### src/hdl/knn_ram.sv
// Generic single-port-write, single-port-read RAM with a registered read.
// No dependencies.
module knn_ram #(
    parameter int WIDTH = 8,
    parameter int DEPTH = 16
) (
    input  logic                     clk,
    input  logic                     wr_en,
    input  logic [$clog2(DEPTH)-1:0] wr_addr,
    input  logic [WIDTH-1:0]         wr_data,
    input  logic                     rd_en,
    input  logic [$clog2(DEPTH)-1:0] rd_addr,
    output logic [WIDTH-1:0]         rd_data
);

    logic [WIDTH-1:0] mem [DEPTH];

    always_ff @(posedge clk)
    begin
        if (wr_en)
        begin
            mem[wr_addr] <= wr_data;
        end
        if (rd_en)
        begin
            rd_data <= mem[rd_addr];
        end
    end

endmodule

### config.mk
export PLATFORM = sky130hd
export DESIGN_NAME = knn_ram
export DESIGN_NICKNAME = d
export VERILOG_FILES = /design/src/hdl/knn_ram.sv
export SDC_FILE = /design/constraint.sdc
export NUM_CORES = 1
export LEC_CHECK = 0
export BUFFER_PORTS_ARGS = -buffer_cell sky130_fd_sc_hd__buf_4
export CORE_ASPECT_RATIO = 1.4
export CORE_MARGIN = 2
export CORE_UTILIZATION = 35
export DETAILED_ROUTE_END_ITERATION = 8
export GPL_TIMING_DRIVEN = 0
export SLEW_MARGIN = 20
export SYNTH_ARGS = -nofsm -noshare
export SYNTH_HDL_FRONTEND = slang
export SYNTH_SLANG_ARGS = --single-unit
### constraint.sdc
create_clock -name clk -period 4.5 [get_ports clk]
set_clock_uncertainty 0.15 [all_clocks]
set_input_delay 1.125 -clock clk [delete_from_list [all_inputs] [get_ports clk]]
set_output_delay 1.125 -clock clk [all_outputs]
set_load 0.02 [all_outputs]
=== Word level (Yosys, flattened, before mapping) ===
Memory sizes are Yosys's and may differ from the RTL's. A register that Yosys moved wholly into a read port is not among the register bits.
Cells that the tools add are included.

* Memories kept: 1
* Output and inout bits: 8
* Input port bits: 19
* RAM bits: 128
* Bits in registers: 0
* Word-level logic and storage cells: 3

{| class="wikitable"
|+ Memory list
! memory !! depth !! width !! rd ports !! clocked after memory_dff !! wr ports !! line !! text
|-
| mem || 16 || 8 || 1 || 1 || 1 || 16 || <nowiki>logic [WIDTH-1:0] mem [DEPTH];</nowiki>
|}

* Mux-type cells: 2

{| class="wikitable"
|+ Operators by type and width
! operator !! number
|-
| 2-to-1 mux 1 bit || 2
|}

=== Depth between registers and ports, before layout ===
* Depth after elaboration: 2
* Depth in mapped cells: 5
* Mapped depth without buffers: 3

=== Worst setup path after synthesis ===
No wires, ideal clock.

* Path type: in2reg
* From: input port wr_addr[2]
* To: memory mem[0][0] (enable)
* Path slack: 1.732 ns
* Data required time: 3.967 ns
* Library setup time: 0.383 ns
* Cell stages on the path: 2
* Arrival: 2.235 ns
* Path buffers: 0
* Cell sequence: or3b_2 -> nor3_1

{| class="wikitable"
|+ RTL lines
! element !! line !! text
|-
| start: declaration || 9 || <nowiki>input logic [$clog2(DEPTH)-1:0] wr_addr,</nowiki>
|-
| end: declaration || 16 ||
|}

Straight into the memory's write port.

=== Worst setup path in the final report ===
* From: input port wr_addr[2]
* To: memory mem[3][0] (enable)

Straight into the memory's write port.

==> run summary <==
### Final layout
* 1230 — filler instances
* 6290 sq um — final standard cell area without fillers
* 1080 sq um — area taken by multi-input logic gates
* 29.0% — share of cells above drive strength 1
* 292 — # nets final
* 43.3% — Final Core Density
* sky130_fd_sc_hd__edfxtp_1 — most frequent standard cell in the layout excluding fill and tap cells
* 20.3% — Area Overhead vs Synth
* 4080 sq um — Sequential Area
* sky130_fd_sc_hd__edfxtp_1 (136), sky130_fd_sc_hd__buf_4 (26), sky130_fd_sc_hd__mux4_2 (18) — commonest non-fill, non-tap cells in the layout
* 0 — Diodes inserted

### Worst setup path
* sky130_fd_sc_hd__nor2_1 — cell with the largest stage delay on the worst path
* 0.63 ns — Crit path largest cell delay
* mem[1][2]$_DFFE_PP_ — startpoint of the worst-slack reg-to-reg timing path
* 4.38 ns — critical path required time
* wr_addr[2] — Critical path origin
* 2.41 ns — critical path data arrival time
* 8 — worst-path maximum fanout
* primary input — sort of element at the start of the critical path
* buf_4 > or3b_2 > nor2_1 — cell breakdown of the critical path
* register — category of the worst setup path capture point
* primary input to register — Setup Crit Path Kind

### Clock tree
* sky130_fd_sc_hd__clkbuf_16 — cell at the root of the clock tree
* 17 — number of CTS-inserted buffers
* 2 — maximum clock insertion buffer count
* 0.05 ns — clock-pin slew reported for the worst setup and hold paths after clock tree synthesis
* 0 — post-CTS setup buffer count
* 4 — H-tree depth
* 0 — CTS Hold Bufs
* done — TritonCTS clock tree
* 136 — number of clock sinks seen by CTS
* 0 — Resized cells post-CTS
* 0.41 ns — Worst-Skew Late Latency

### Pwr
* 481 nW/um^2 — Pwr Density
* 2.08 nW — leak pwr
* 47.6% — share of total power in the clock network
* 4.9% — part of the total power dissipated in combinational logic
* 0.237 mV — worst voltage drop across the vdd grid
* 0.562 mW — switching power of the nets
* 2.46 mW — internal power
* 47.4% — sequential group share of total power
* 18.6% — fraction of power spent switching nets

### Global route
* 0 — gr ovfl total
* 14.8 mm — wire length of the first global-routing pass
* 17 — pin count of the biggest net entering global routing
* 0 — initial antenna violation count
* 13.5% — combined global-route utilization of all metal layers
* 2461 — vias in the first global route

### Status
* completed — outcome

### Timing
* 0 — number of endpoints with negative hold slack in the final report
* 0 ns — Sum Neg Setup Slack
* 56.2% — final period utilization
* false — setup repair after global routing missed its margin
* 0.395 GHz — maximum achievable frequency
* 44.9% — slew margin rel.
* 0 — Final Max Tran Viols
* 0.823 ns — measured slew at the worst slew-check pin
* 1.97 ns — final setup slack of the worst path
* 2.53 ns — shortest period the worst path allows
* 0 — endpoints failing setup

### Run
* 0 — maximum capacitance violations

### Drt
* 5.09 — post-DR vias/cell
* 2418 — vias post-DR
* 9.88 mm — Routed Wire Length
* 0 — DRC violations left
* 20.8 um — post-detailed-route wirelength per cell
* 235 — violation count after the first detailed-route iteration
* 7 — first-pass iteration count of the detailed router
* 0 — antenna violation net count after detailed routing

### Synthesis
* 136 — FF+latch count, synth
* 0 — Yosys warnings
* 78.1% — portion of the post-synthesis area used by sequential elements
* 229 — Mapped Cells
* 248 — syn nets
* 22.8 sq um — mean post-synth cell area
* 18 — Cell variety after synth
* 5230 sq um — combined area of all synthesized cells

### Place
* 25 — quantity of I/O buffers inserted on ports
* 6.44 mm — sum of net half-perimeters after detailed placement
* 5670 sq um — placed standard-cell area
* 0.735 — final weighted congestion of routability-driven global placement
* 1.53 ns — worst setup timing slack at the placement stage

### Die
* 27 — boundary pin count
* 107 um — die outline width
* 14500 sq um — core outline area
* 15900 sq um — area enclosed by the die boundary
* 149 um — vertical die dimension
* 36.0% — effective utilization at floorplan
* 52 — row cnt

### Hold path
* register to register — min-delay worst type
* mem[14][3]$_DFFE_PP_ — source of the worst hold timing path

## power groups by stage
| stage | Clock [mW] | Sequential (mW) | Combinational [mW] |
|---|---|---|---|
| 6_report | 1.44 | 1.43 | 0.149 |
| 5_1_grt | 1.52 | 1.44 | 0.160 |
| 4_1_cts | 1.46 | 1.43 | 0.152 |
| 2_1_floorplan | 0 | 1.47 | 0.0720 |
| 3_3_place_gp | 0 | 1.46 | 0.149 |
| 3_5_place_dp | 0 | 1.46 | 0.152 |
## state kept, by name, indices dropped and copies added, names as in the netlist
signal / count
mem: 128
rd_data: 8
## path summary, 6_finish.rpt
path / endpoint / slack (ns) / depth (start not counted)
worst max-delay path: mem[3][0]$_DFFE_PP_ / 1.97 / 3
worst max register to register: rd_data[2]$_DFFE_PP_ / 2.77 / 3
worst min-delay path: rd_data[3]$_DFFE_PP_ / 0.62 / 3
worst min register to register: rd_data[3]$_DFFE_PP_ / 0.62 / 3
## stage by stage
stage                     hold WS, ns  power [mW]  instances
final                           0.623        3.02        475
after global routing            0.651        3.11        475
after CTS                       0.625        3.05        475
after detailed placement        0.613        1.61        443
after global placement          0.591        1.61        443
after floorplan                 0.555        1.54        229
## logic make-up after synthesis
logic type,synth area share (%)
AND/OR/NAND/NOR,3.14
AO/OA/AOI/OAI,2.30
multiplexers,14.8
buffers and inverters,1.65
flip-flops,78.1
## synthesized netlist by cell type
| master | count | share of area [%] |
|---|---|---|
| sky130_fd_sc_hd__nand2b_1 | 2 | 0.24 |
| sky130_fd_sc_hd__edfxtp_1 | 136 | 78 |
| sky130_fd_sc_hd__buf_6 | 3 | 0.65 |
| sky130_fd_sc_hd__nand3b_1 | 2 | 0.29 |
| sky130_fd_sc_hd__nand3_1 | 1 | 0.096 |
| sky130_fd_sc_hd__buf_2 | 3 | 0.29 |
| sky130_fd_sc_hd__nor2b_1 | 1 | 0.12 |
| sky130_fd_sc_hd__and2_1 | 1 | 0.12 |
| sky130_fd_sc_hd__buf_4 | 1 | 0.14 |
| sky130_fd_sc_hd__nand2_1 | 9 | 0.65 |
| sky130_fd_sc_hd__or3b_2 | 1 | 0.17 |
| sky130_fd_sc_hd__mux4_1 | 14 | 7.0 |
| sky130_fd_sc_hd__clkdlybuf4s25_2 | 3 | 0.57 |
| sky130_fd_sc_hd__and2b_1 | 1 | 0.14 |
| sky130_fd_sc_hd__nor3_1 | 4 | 0.38 |
| sky130_fd_sc_hd__a22oi_1 | 16 | 2.3 |
| sky130_fd_sc_hd__nor2_1 | 13 | 0.93 |
| sky130_fd_sc_hd__mux4_2 | 18 | 7.8 |
## routing by layer
metal / global-route usage (%) / vias up / part of all wire (%) / wire length [um]
li1: - / 1075 / - / -
met1: 16.1 / 1225 / 40 / 3910
met2: 22.8 / 101 / 53 / 5190
met3: 3.55 / 17 / 5.9 / 578
met4: 5.71 / 0 / 2.0 / 197
met5: 0 / - / 0 / 0
## critical path, delay by kind of cell
family	cells	cell delay, ns
AND/OR/NAND/NOR	2	1.16
buffers and inverters	1	0.12
## area by class of cell
type / instances / area share, %
Tap cell: 189 / 3.76
Timing Repair Buffer: 25 / 2.98
Clock inverter: 12 / 2.87
Clock buffer: 20 / 6.94
Sequential cell: 136 / 64.9
Buffer: 10 / 1.37
Multi-Input combinational cell: 83 / 17.1
No activity file was read; power rests on OpenSTA's default activity.
